$ cat config.mk
export PLATFORM = sky130hd
export DESIGN_NAME = sync_word_packet_framer_unit
export DESIGN_NICKNAME = d
export VERILOG_FILES = /design/src/rtl/swpf_pkg.sv /design/src/rtl/swpf_cfg_regs.sv /design/src/rtl/swpf_store.sv /design/src/rtl/sync_word_packet_framer_unit.sv
export SDC_FILE = /design/constraint.sdc
export NUM_CORES = 1
export LEC_CHECK = 0
export BUFFER_PORTS_ARGS = -buffer_cell sky130_fd_sc_hd__buf_2
export CORE_ASPECT_RATIO = 0.6
export CORE_UTILIZATION = 55
export CTS_BUF_LIST = sky130_fd_sc_hd__clkbuf_4
export DETAILED_ROUTE_END_ITERATION = 8
export GPL_TIMING_DRIVEN = 0
export PLACE_DENSITY = 0.79
export SYNTH_ARGS = -nofsm -noshare
export SYNTH_HDL_FRONTEND = slang
export SYNTH_HIERARCHICAL = 1
export SYNTH_SLANG_ARGS = --single-unit
$ cat constraint.sdc
create_clock -name clk -period 7.8 [get_ports clk]
set_input_delay 0 -clock clk [delete_from_list [all_inputs] [get_ports clk]]
set_output_delay 0 -clock clk [all_outputs]
set_load 0.05 [all_outputs]
$ cat src/rtl/swpf_pkg.sv
`default_nettype none

package swpf_pkg;

	localparam int PACKET_BYTES_DEF = 32;
	localparam int HDR_LEN = 4;
	localparam int HDR_COUNT = 4;
	localparam int CFG_IDX_W = 2;

	localparam logic [CFG_IDX_W-1:0] CFG_HDR_A = 2'd0;
	localparam logic [CFG_IDX_W-1:0] CFG_HDR_B = 2'd1;
	localparam logic [CFG_IDX_W-1:0] CFG_HDR_C = 2'd2;
	localparam logic [CFG_IDX_W-1:0] CFG_HDR_D = 2'd3;

	localparam logic ACT_FEED = 1'b0;
	localparam logic ACT_RESYNC = 1'b1;

	typedef enum logic [1:0] {
		ST_COLLECT,
		ST_READ,
		ST_SHOW
	} state_t;

	typedef struct packed {
		logic       hit;
		logic [1:0] ptype;
	} match_t;

endpackage

`default_nettype wire

$ cat src/rtl/swpf_cfg_regs.sv
`default_nettype none

module swpf_cfg_regs (
	input  wire logic                           clk,
	input  wire logic                           arst_n,
	input  wire logic                           cfg_valid,
	input  wire logic [swpf_pkg::CFG_IDX_W-1:0] cfg_index,
	input  wire logic [31:0]                    cfg_data,
	input  wire logic [31:0]                    word,
	output swpf_pkg::match_t                    match
);

	logic [31:0] hdr_a_q;
	logic [31:0] hdr_b_q;
	logic [31:0] hdr_c_q;
	logic [31:0] hdr_d_q;

	always_ff @(posedge clk or negedge arst_n) begin
		if (!arst_n) begin
			hdr_a_q <= '0;
			hdr_b_q <= '0;
			hdr_c_q <= '0;
			hdr_d_q <= '0;
		end else if (cfg_valid) begin
			case (cfg_index)
				swpf_pkg::CFG_HDR_A: hdr_a_q <= cfg_data;
				swpf_pkg::CFG_HDR_B: hdr_b_q <= cfg_data;
				swpf_pkg::CFG_HDR_C: hdr_c_q <= cfg_data;
				swpf_pkg::CFG_HDR_D: hdr_d_q <= cfg_data;
				default: ;
			endcase
		end
	end

	// The lowest header index wins when several words are equal.
	always_comb begin
		match.hit = 1'b1;
		if (word == hdr_a_q) begin
			match.ptype = 2'd0;
		end else if (word == hdr_b_q) begin
			match.ptype = 2'd1;
		end else if (word == hdr_c_q) begin
			match.ptype = 2'd2;
		end else if (word == hdr_d_q) begin
			match.ptype = 2'd3;
		end else begin
			match.hit = 1'b0;
			match.ptype = 2'd0;
		end
	end

endmodule

`default_nettype wire

$ cat src/rtl/swpf_store.sv
`default_nettype none

module swpf_store #(
	parameter int DEPTH = swpf_pkg::PACKET_BYTES_DEF
) (
	input  wire logic                     clk,
	input  wire logic                     we,
	input  wire logic [$clog2(DEPTH)-1:0] waddr,
	input  wire logic [7:0]               wdata,
	input  wire logic                     re,
	input  wire logic [$clog2(DEPTH)-1:0] raddr,
	output logic      [7:0]               rdata
);

	logic [7:0] mem [DEPTH];

	always_ff @(posedge clk) begin
		if (we) begin
			mem[waddr] <= wdata;
		end
	end

	always_ff @(posedge clk) begin
		if (re) begin
			rdata <= mem[raddr];
		end
	end

endmodule

`default_nettype wire

$ cat src/rtl/sync_word_packet_framer_unit.sv
`default_nettype none

// Channel   Direction  Handshake             Beat contents
// in        input      in_valid / in_stall   action, data_byte
// out       output     out_valid / out_stall packet_type, packet_byte, last_byte
// cfg       input      cfg_valid / cfg_ready cfg_index, cfg_data
//
// Input beats are accepted without stall while the framer hunts or collects.
// The beat that completes a packet starts a run of PACKET_BYTES output beats,
// each made of a packet store read (READ state) and an output (SHOW state).
// The input is stalled for the whole run. Output stalls stretch the run.
// Reset clears progress and the header words; the store needs no clearing.

module sync_word_packet_framer_unit #(
	parameter int PACKET_BYTES = swpf_pkg::PACKET_BYTES_DEF
) (
	input  wire logic                           clk,
	input  wire logic                           arst_n,
	input  wire logic                           in_valid,
	output logic                                in_stall,
	input  wire logic                           action,
	input  wire logic [7:0]                     data_byte,
	output logic                                out_valid,
	input  wire logic                           out_stall,
	output logic      [1:0]                     packet_type,
	output logic      [7:0]                     packet_byte,
	output logic                                last_byte,
	input  wire logic                           cfg_valid,
	output logic                                cfg_ready,
	input  wire logic [swpf_pkg::CFG_IDX_W-1:0] cfg_index,
	input  wire logic [31:0]                    cfg_data
);

	localparam int AW = $clog2(PACKET_BYTES);
	localparam logic [AW-1:0] LAST_IDX = AW'(PACKET_BYTES - 1);
	localparam logic [AW-1:0] HUNT_TOP = AW'(swpf_pkg::HDR_LEN - 1);
	localparam logic [AW-1:0] HDR_END = AW'(swpf_pkg::HDR_LEN);

	swpf_pkg::state_t state_q;
	swpf_pkg::state_t state_d;
	swpf_pkg::match_t match;

	logic [AW-1:0] fill_q;
	logic [AW-1:0] idx_q;
	logic          sync_q;
	logic [1:0]    type_q;
	logic [31:0]   win_q;
	logic [31:0]   cand;
	logic [7:0]    rd_data;
	logic          in_acc;
	logic          feed;
	logic          store_we;
	logic          store_re;
	logic          out_acc;

	assign cfg_ready = 1'b1;
	assign in_stall = (state_q != swpf_pkg::ST_COLLECT);
	assign in_acc = in_valid && !in_stall;
	assign feed = in_acc && (action == swpf_pkg::ACT_FEED);
	assign out_acc = out_valid && !out_stall;
	assign cand = {data_byte, win_q[31:8]};
	assign store_we = feed && sync_q;
	assign store_re = (state_q == swpf_pkg::ST_READ);

	swpf_cfg_regs u_cfg (
		.clk       (clk),
		.arst_n    (arst_n),
		.cfg_valid (cfg_valid && cfg_ready),
		.cfg_index (cfg_index),
		.cfg_data  (cfg_data),
		.word      (cand),
		.match     (match)
	);

	swpf_store #(
		.DEPTH (PACKET_BYTES)
	) u_store (
		.clk   (clk),
		.we    (store_we),
		.waddr (fill_q),
		.wdata (data_byte),
		.re    (store_re),
		.raddr (idx_q),
		.rdata (rd_data)
	);

	always_ff @(posedge clk or negedge arst_n) begin
		if (!arst_n) begin
			state_q <= swpf_pkg::ST_COLLECT;
		end else begin
			state_q <= state_d;
		end
	end

	always_comb begin
		state_d = state_q;
		out_valid = 1'b0;
		case (state_q)
			swpf_pkg::ST_COLLECT: begin
				if (store_we && fill_q == LAST_IDX) begin
					state_d = swpf_pkg::ST_READ;
				end
			end
			swpf_pkg::ST_READ: begin
				state_d = swpf_pkg::ST_SHOW;
			end
			swpf_pkg::ST_SHOW: begin
				out_valid = 1'b1;
				if (!out_stall) begin
					state_d = (idx_q == LAST_IDX) ? swpf_pkg::ST_COLLECT : swpf_pkg::ST_READ;
				end
			end
			default: begin
				state_d = swpf_pkg::ST_COLLECT;
			end
		endcase
	end

	always_ff @(posedge clk or negedge arst_n) begin
		if (!arst_n) begin
			fill_q <= '0;
			sync_q <= 1'b0;
			type_q <= '0;
			idx_q <= '0;
		end else begin
			if (in_acc && action == swpf_pkg::ACT_RESYNC) begin
				fill_q <= '0;
				sync_q <= 1'b0;
				type_q <= '0;
			end else if (feed && !sync_q) begin
				if (fill_q != HUNT_TOP) begin
					fill_q <= fill_q + AW'(1);
				end else if (match.hit) begin
					fill_q <= HDR_END;
					sync_q <= 1'b1;
					type_q <= match.ptype;
				end
			end else if (store_we) begin
				if (fill_q == LAST_IDX) begin
					fill_q <= '0;
					sync_q <= 1'b0;
					idx_q <= '0;
				end else begin
					fill_q <= fill_q + AW'(1);
				end
			end
			if (out_acc && idx_q != LAST_IDX) begin
				idx_q <= idx_q + AW'(1);
			end
		end
	end

	// The window shifts in at the top, so the oldest byte ends up least significant.
	always_ff @(posedge clk) begin
		if (feed && !sync_q) begin
			win_q <= cand;
		end
	end

	assign packet_type = type_q;
	assign last_byte = (idx_q == LAST_IDX);
	assign packet_byte = (idx_q < HDR_END) ? win_q[idx_q[1:0]*8 +: 8] : rd_data;

	a_hunt_window: assert property (@(posedge clk) disable iff (!arst_n)
		!sync_q |-> fill_q <= HUNT_TOP)
		else $error("hunt fill count beyond window");

	a_sync_fill: assert property (@(posedge clk) disable iff (!arst_n)
		sync_q |-> fill_q >= HDR_END)
		else $error("in sync without a full header held");

	a_run_end: assert property (@(posedge clk) disable iff (!arst_n)
		(out_acc && last_byte) |=> (state_q == swpf_pkg::ST_COLLECT && !sync_q))
		else $error("run did not end in collect state");

	a_out_blocks_in: assert property (@(posedge clk) disable iff (!arst_n)
		out_valid |-> (in_stall && fill_q == '0))
		else $error("input open or progress held during packet run");

endmodule

`default_nettype wire

Word level (Yosys, flattened, before mapping)
Memories as Yosys holds them, arrays and structs flattened. A register that Yosys moved wholly into a read port is not among the register bits. Index checks and enable logic that the tools add are counted.

Memory bits (writable): 256. Register bits after elaboration: 175. Input port bits: 48. Memories: 1.

$lt $le $gt $ge: 1. Reductions and logical operators: 29. $add $sub $neg: 2. Bitwise operators: 1. Shifts and indexed selects: 1. Equality and inequality tests: 21. Mux-type cells: 37.

Memories: u_store.mem (words 32, bits a word 8, rd ports 1, clocked after Yosys merged registers in 1, wr ports 1, line swpf_store.sv:15) `logic [7:0] mem [DEPTH];`.

Operator list (number): 32-bit == test (4); 5-bit two-way mux (11); 32-bit by 6-bit indexed part select with 8-bit output (1); 2-bit two-way mux (10); 1-bit two-way mux (14); 2-bit AND reduction (6); 5-bit by 1-bit adder with 5-bit output (second input constant) (2); 5-bit == test (second input constant) (2); 2-bit nonzero test (5); 1-bit logical AND (8); 8-bit two-way mux (1); 4-bit AND reduction (2); 2-bit == test (second input constant) (3); 2-bit inequality test (second input constant) (3); 3-bit inequality test (second input constant) (2); 2-bit one-hot mux with 3 select lines (1); 3-bit nonzero test (2); 5-bit by 3-bit < comparator with 1-bit output (second input constant) (1); 5-bit by 2-bit inequality test with 1-bit output (second input constant) (1); 5-bit inequality test (second input constant) (1); 2-bit by 1-bit == test with 1-bit output (second input constant) (2); 2-bit zero test (2); 2-bit by 1-bit inequality test with 1-bit output (second input constant) (2); 4-bit by 3-bit inequality test with 1-bit output (second input constant) (1); other kinds (3) (5).

Depth between registers and ports, before layout
Gate-level depths: netlist (run 1).

Depth in word-level cells: 9. Mapped depth: 9. Gate-level depth less buffers: 9.

Modules after synthesis
The synthesis (run 1) kept the hierarchy.

By module, submodules not included: swpf_store (times used 1, area each 10133.5 um2, cells an instance 417); swpf_cfg_regs (times used 1, area each 6179.7 um2, cells an instance 450); sync_word_packet_framer_unit (times used 1, area each 2102.0 um2, cells an instance 141).

Worst setup path before layout (run 1)
No wires, ideal clock.

Path kind: flip-flop to flip-flop. From: register state_q[0]. To: register win_q[0], enable pin. Cell stages (with the launch flop): 4. Data required time: 7.339 ns. Path buffers: 1. Clock period less this slack: 3.645 ns. Path slack: 4.155 ns. Library setup time: 0.461 ns. Data arrival time: 3.183 ns. Path through: dfrtp_1 > or3b_1 > buf_4 > nor3_1.

Cells in the longest elaborated chain, start to end: 5.

Ends and longest elaborated chain: from (decl) (line sync_word_packet_framer_unit.sv:39) `swpf_pkg::state_t state_q;`; from (signal assigned) (line sync_word_packet_framer_unit.sv:89) `state_q <= swpf_pkg::ST_COLLECT;`; from (signal assigned) (line sync_word_packet_framer_unit.sv:91) `state_q <= state_d;`; 2-bit nonzero test (line sync_word_packet_framer_unit.sv:57) `assign in_stall = (state_q != swpf_pkg::ST_COLLECT);`; 1-bit zero test (line sync_word_packet_framer_unit.sv:58) `assign in_acc = in_valid && !in_stall;`; 1-bit logical AND (line sync_word_packet_framer_unit.sv:58); 1-bit logical AND (line sync_word_packet_framer_unit.sv:59) `assign feed = in_acc && (action == swpf_pkg::ACT_FEED);`; 1-bit logical AND (line sync_word_packet_framer_unit.sv:155) `if (feed && !sync_q) begin`; to (signal assigned) (line sync_word_packet_framer_unit.sv:156) `win_q <= cand;`; to (decl) (line sync_word_packet_framer_unit.sv:47) `logic [31:0] win_q;`.

Every way passes these cells. A chain may end at the register's enable or synchronous reset.

Worst setup path after layout (run 1)
From: register state_q[0]. To: memory u_store.mem[0][6], enable pin.

Cells in the longest elaborated chain, start to end: 7.

Ends and longest elaborated chain: 2-bit nonzero test (line sync_word_packet_framer_unit.sv:57); 1-bit zero test (line sync_word_packet_framer_unit.sv:58); 1-bit logical AND (line sync_word_packet_framer_unit.sv:58); 1-bit logical AND (line sync_word_packet_framer_unit.sv:59); 1-bit logical AND (line sync_word_packet_framer_unit.sv:62) `assign store_we = feed && sync_q;`; net store_we (line sync_word_packet_framer_unit.sv:52) `logic store_we;`; 1-bit two-way mux (line swpf_store.sv:18) `if (we) begin`; 1-bit two-way mux (not written as such) (line swpf_store.sv:19) `mem[waddr] <= wdata;`; to (decl) (line swpf_store.sv:15).

The timed path passes the listed nets, and every way through them passes these cells.

==> results.ini, run 1 <==
[status]
status = finished clean

[synthesis]
synth-xor-area-share_pct = 6.14
yosysMostFrequentCell = edfxtp_1
synth_cells = 1008
netlist_top_cells_count = edfxtp_1, dfrtp_1, mux2_2, xor2_1, mux4_2
synth_top_family_by_area = multiplexers
synthAdderAreaFrac_pct = 0.272
yosys-top-cells-area = edfxtp_1, dfrtp_1, mux4_2
yosys_warnings = 6
yosysSeqAreaShare_pct = 67.7
synth_ff_type = edfxtp_1
synth_edf_count = 296
synthSimpleGateAreaFrac_pct = 4.07
syn_nets = 1060
syn_area_um2 = 18400
async_flop_share_pct = 32.6
synth_seq_cells = 439
synth-compound-area-share_pct = 0.897
ys_types = 47
yosysTopAreaCellShare_pct = 48.3
synth_top_cell_by_area = edfxtp_1
syn_area_per_cell_um2 = 18.3
synth_mux_area_share_pct = 19.7

[min_path]
hold_start = cfg_data[4]
hold_path.class = input pin to register

[power]
p_total_mw = 4.96
peakVddDrop_uv = 120
p_per_area_nw_per_um2 = 232
p_leak_nw = 7.65

[clocking]
clk_path_buf_depth = 3
ctsResizeCount = 0
cts.htree.levels = 3
cts_tree = built
cts_buffers = 99
insertion_delay_ns = 0.79
clkSinkCount = 439
clk_pin_slew_worst_paths_ns = 0.08
cts-root-buf = clkbuf_4

[worst_setup_path]
arrival_ns = 3.91
end_kind = register
worst_ep_required_time_ns = 8.17
critPathKind = register to register
cp-startpoint = state_q[0]$_DFFE_PN0P_
worstPathMaxFanout = 10
crit_path_start_kind = register
r2r_start = state_q[0]$_DFFE_PN0P_

[detailed_routing]
ant_nets = 0
drt_iter0_markers = 1299
drc = 0
wl_met1_mm = 20.5
dr_total_vias = 10700
firstDrtPassIters = 7
wl_met3_mm = 6.09
top_layer_used = met5
wl_mm = 46.0
viasPerCell = 6.01
dr_wl_met2_mm = 18.8
wl_per_cell_um = 25.9

[sta]
finalHoldViolations = 0
fin_crit_sh_pct = 45.4
rsz0062_at_grt = no
fin_ws_ns = 4.26
slew_headroom_pct = 21.3
period_needed_ns = 3.54
tns_ns = 0
slew_viol_final = 0
fmax_mhz = 283
tightest_slew_ns = 1.17
skew_ns = 0.0449
setup_violations = 0

[place]
dpl.hpwl_mm = 30.3
place_ws_ns = 4.37
io_buffers = 60
globalplace.congestion = 0.955

[die]
die_x_um = 238
die_h_um = 144
dieArea_um2 = 34200
start_util_pct = 56.4
ios = 62
row_count = 51
coreArea_um2 = 32700

[global_route]
antenna_found_initial = 2
grt_overflow_total = 0
grt_pass1_vias = 10500
grt_pass1_wl_mm = 67.6
track_usage_pct = 28.0
grt_max_degree = 100

[final_layout]
drive_above_1_share_pct = 36.5
syn_to_final_growth_pct = 15.9
fillCellCount = 2255
post-route-util_pct = 65.3
nets = 1296

[flow_run]
max_cap_viol_count = 0

[critical path: stages (launching register included)]
cell,delay (ns)
dfrtp_1,0.45
or3b_1,0.48
buf_4,0.21
nor3b_1,0.41
or3b_2,0.48
clkbuf_1,0.29
nor2_1,0.80
[cell type report]
type / instances / area (um^2) / area share (%)
Multi-Input combinational cell: 526 / 5730 / 26.8
Tap cell: 450 / 563 / 2.64
Clock inverter: 31 / 120 / 0.563
Clock buffer: 153 / 1150 / 5.38
Buffer: 38 / 208 / 0.973
Sequential cell: 439 / 12500 / 58.4
Timing Repair Buffer: 135 / 1090 / 5.13
Inverter: 5 / 18.8 / 0.0879
Antenna cell: 1 / 2.50 / 0.0117
[final timing paths]
kind	cells after the start	to	slack, ns
hold / removal	3	u_cfg/hdr_a_q[4]$_DFFE_PN0P_	0.06
setup / recovery	6	u_store/mem[0][6]$_DFFE_PP_	4.26
min in group asynchronous	4	idx_q[1]$_DFFE_PN0P_	0.30
setup reg to reg	6	u_store/mem[0][6]$_DFFE_PP_	4.26
hold reg to reg	1	u_cfg/hdr_a_q[23]$_DFFE_PN0P_	0.51
max in group asynchronous	4	u_cfg/hdr_d_q[0]$_DFFE_PN0P_	7.00
[cells by family after synthesis]
group | Yosys count
adders and majority gates | 4
and+or+nand+nor | 131
other | 1
AOI/OAI and AO/OA | 27
buffers and inverters | 43
xor gates and xnor gates | 129
DFF | 439
muxes | 234
[cell usage in the layout (no fill, tap or decap), drive strengths merged, types with 12 or more instances in the layout]
cell and count:
o21ai 12, clkinv 30, edfxtp 296, mux2 144, buf 95, nor2 40
xnor2 32, mux4 88, nand4 14, clkbuf 160, nor4 26, dfrtp 143
xor2 97, dlygate4sd3 71
[sequential cells by signal, summed over array words and instances (netlist names)]
| register | flops |
|---|---|
| win_q | 32 |
| u_cfg/hdr_a_q | 32 |
| u_cfg/hdr_b_q | 32 |
| u_cfg/hdr_d_q | 32 |
| fill_q | 5 |
| u_store/mem | 256 |
| idx_q | 5 |
| u_cfg/hdr_c_q | 32 |
| u_store/rdata | 8 |
| packet_type | 2 |
| state_q | 2 |
| sync_q | 1 |
[layer usage]
| metal | GRT usage, % | up-vias |
|---|---|---|
| met1 | 44.1 | 5551 |
| met3 | 10.9 | 65 |
| li1 | - | 4481 |
| met4 | 6.98 | 2 |
| met5 | 0 | - |
| met2 | 36.0 | 588 |
[metrics by stage]
stage          instance area [um^2]  instances  hold slack (ns)
4_1_cts                       21300       1777          0.00178
6_report                      21300       1778           0.0612
3_3_place_gp                  19300       1518            0.230
2_1_floorplan                 18400       1008           -0.296
3_5_place_dp                  19300       1521          -0.0429
5_1_grt                       21300       1778           0.0407
[power breakdown]
group | internal [mW] | switching (mW)
registers | 2.63 | 0.109
clock network | 0.894 | 0.903
logic | 0.216 | 0.208
total | 3.74 | 1.22
[repair_timing]
action                                 4_1_cts  5_1_grt
endpoints found under the hold margin      562        0
hold buffers                                72        0
setup buffers                                0        0
Note: power is estimated with default switching activity, not from simulation.
==> inputs of run 2 (changes only) <==
- PLACE_DENSITY: 0.79 -> 0.82
- clock period: 7.8 -> 3 ns (I/O delays scaled with it)
==> run 2 against run 1 <==
Net effect: the flow now finishes with violations (setup timing); via count grew 0.67%; flip-flop and latch count is the same; die area is the same; clock skew grew 0.0063 ns; sequential share of layout area shrank 1.0 points; largest power group unchanged.
==> results.ini, run 2 (synthesis results as in run 1) <==
[clocking]
cts_buffers = 98  ; -1.0%
clk_path_buf_depth = 3  ; unchanged
cts_tree = built
insertion_delay_ns = 0.82  ; +0.03 ns
clkSinkCount = 439  ; unchanged
cts-root-buf = clkbuf_4
cts.htree.levels = 3  ; unchanged
clk_pin_slew_worst_paths_ns = 0.07  ; about the same

[power]
pwr-share-clk_pct = 37.7  ; +1.4 points
p_total_mw = 13.3  ; +170%
p_sw_mw = 3.21  ; +160%
switching_share_pct = 24.2  ; -0.45 points
peakVddDrop_uv = 347  ; +190%
p_per_area_nw_per_um2 = 611  ; +160%
power_frac_seq_pct = 53.6  ; -1.6 points
p_leak_nw = 7.76  ; +1.4%
p_comb_share_pct = 8.7  ; about the same
p_int_mw = 10.1  ; +170%

[place]
io_buffers = 60  ; unchanged
dpl.hpwl_mm = 30.9  ; +2.0%
dpl_cell_area_um2 = 19300  ; about the same
place_ws_ns = -0.369  ; -4.74 ns
globalplace.congestion = 0.906  ; -5.1%

[die]
ios = 62  ; unchanged
die_h_um = 144  ; unchanged
dieArea_um2 = 34200  ; unchanged
coreArea_um2 = 32700  ; unchanged
row_count = 51  ; unchanged
die_x_um = 238  ; unchanged
start_util_pct = 56.4  ; unchanged

[final_layout]
fin_area_um2 = 21700  ; +1.7%
nets = 1301  ; +0.39%
final_common_cell = edfxtp_1
drive_above_1_share_pct = 40.9  ; +4.5 points
multiInputGateArea_um2 = 5940  ; +3.8%
final_cell_mix = edfxtp_1, clkbuf_4, dfrtp_1
largest_reg_flops = 256  ; unchanged
fillCellCount = 2156  ; -4.4%
syn_to_final_growth_pct = 18.0
seqCellArea_um2 = 12500  ; unchanged
post-route-util_pct = 66.5  ; +1.1 points
top_register = u_store/mem

[worst_setup_path]
critPathKind = register to register
end_kind = register
worstPathMaxFanout = 10  ; unchanged
arrival_ns = 3.44  ; -0.47 ns
rrSetupSlack_ns = -0.03  ; -4.29 ns
crit_path_start_kind = register
worst_ep_required_time_ns = 3.42  ; -4.75 ns

[detailed_routing]
drt_iter0_markers = 1120  ; -14%
drc = 0  ; unchanged
dr_total_vias = 10800  ; +0.67%
wl_mm = 47.2  ; +2.8%
wl_per_cell_um = 26.5  ; +2.5%
firstDrtPassIters = 5  ; -2
ant_nets = 0  ; unchanged
viasPerCell = 6.04  ; +0.45%

[global_route]
antenna_found_initial = 4  ; +2
grt_pass1_vias = 10600  ; +1.5%
track_usage_pct = 28.4  ; +0.37 points
grt_pass1_wl_mm = 68.2  ; +0.89%
grt_overflow_total = 0  ; unchanged
grt_max_degree = 91  ; -9.0%

[sta]
tightest_slew_ns = 0.963  ; -0.207 ns
rsz0062_at_grt = yes
fin_crit_sh_pct = 101  ; +56 points
slew_headroom_pct = 35.8  ; +14 points
tns_ns = -0.169  ; -0.169 ns
setup_violations = 9  ; +9
finalHoldViolations = 0  ; unchanged
skew_ns = 0.0511  ; +0.00625 ns
slew_viol_final = 0  ; unchanged
fmax_mhz = 330  ; +17%
period_needed_ns = 3.03  ; -0.511 ns
fin_ws_ns = -0.0284  ; -4.29 ns

[status]
status = finished with violations
violations = setup timing

[flow_run]
max_cap_viol_count = 0  ; unchanged

[min_path]
hold_path.class = input pin to register

-- run 2: worst max-delay path, cell delays in order, from the launching register on --
cell     delay, ns
dfrtp_1       0.44
or3b_1        0.45
buf_4         0.20
nor3b_1       0.39
nand3_1       0.51
nor2_2        0.66
-- run 2: final timing paths --
path	depth (start not counted)	end	start
worst min-delay path	3	u_cfg/hdr_b_q[10]$_DFFE_PN0P_	cfg_data[10]
worst max-delay path	5	u_store/mem[23][7]$_DFFE_PP_	state_q[0]$_DFFE_PN0P_
min in group asynchronous	4	u_cfg/hdr_d_q[24]$_DFFE_PN0P_	arst_n
worst min register to register	1	u_cfg/hdr_a_q[16]$_DFFE_PN0P_	u_cfg/hdr_a_q[16]$_DFFE_PN0P_
worst max register to register	5	u_store/mem[23][7]$_DFFE_PP_	state_q[0]$_DFFE_PN0P_
max in group asynchronous	4	u_cfg/hdr_d_q[16]$_DFFE_PN0P_	arst_n
-- run 2: metrics by stage --
stage	hold WS (ns)	std cells
after floorplan	-0.296	1008
after global placement	0.236	1518
after detailed placement	-0.00439	1520
after CTS	0.000802	1772
after global routing	0.0127	1780
final	0.0588	1782
-- run 2: repair_timing --
action                                 in CTS  in global routing
endpoints found under the hold margin     563                  0
setup endpoints to repair                 207                267
setup buffers                               0                  7
hold buffers                               73                  0
resized for setup                          38                 23
pin swaps                                   0                  2
-- run 2: layout make-up --
cell class / instances / area share (%)
well taps: 450 / 2.59
flip-flops and latches: 439 / 57.4
inverters: 5 / 0.0864
plain buffers: 37 / 0.968
clock buffers: 161 / 5.56
clock inverters: 19 / 0.697
diodes: 3 / 0.0346
repair buffers: 142 / 5.29
multi-input cells: 526 / 27.4
-- run 2: power groups by stage --
stage                     Clock (mW)  Sequential, mW  Combinational, mW
after detailed placement           0            7.23               1.00
after CTS                       5.06            7.11               1.09
after floorplan                    0            7.15              0.644
after global placement             0            7.21              0.950
final                           5.00            7.12               1.15
after global routing            5.40            7.15               1.23
-- run 2: routing by layer --
metal	wire (um)	up-vias	GRT usage [%]	share of wire, %
met4	694	0	7.19	1.5
met2	19500	641	36.6	41
met3	7200	71	14.6	15
met1	19800	5558	42.1	42
li1	-	4489	-	-
met5	0	-	0	0
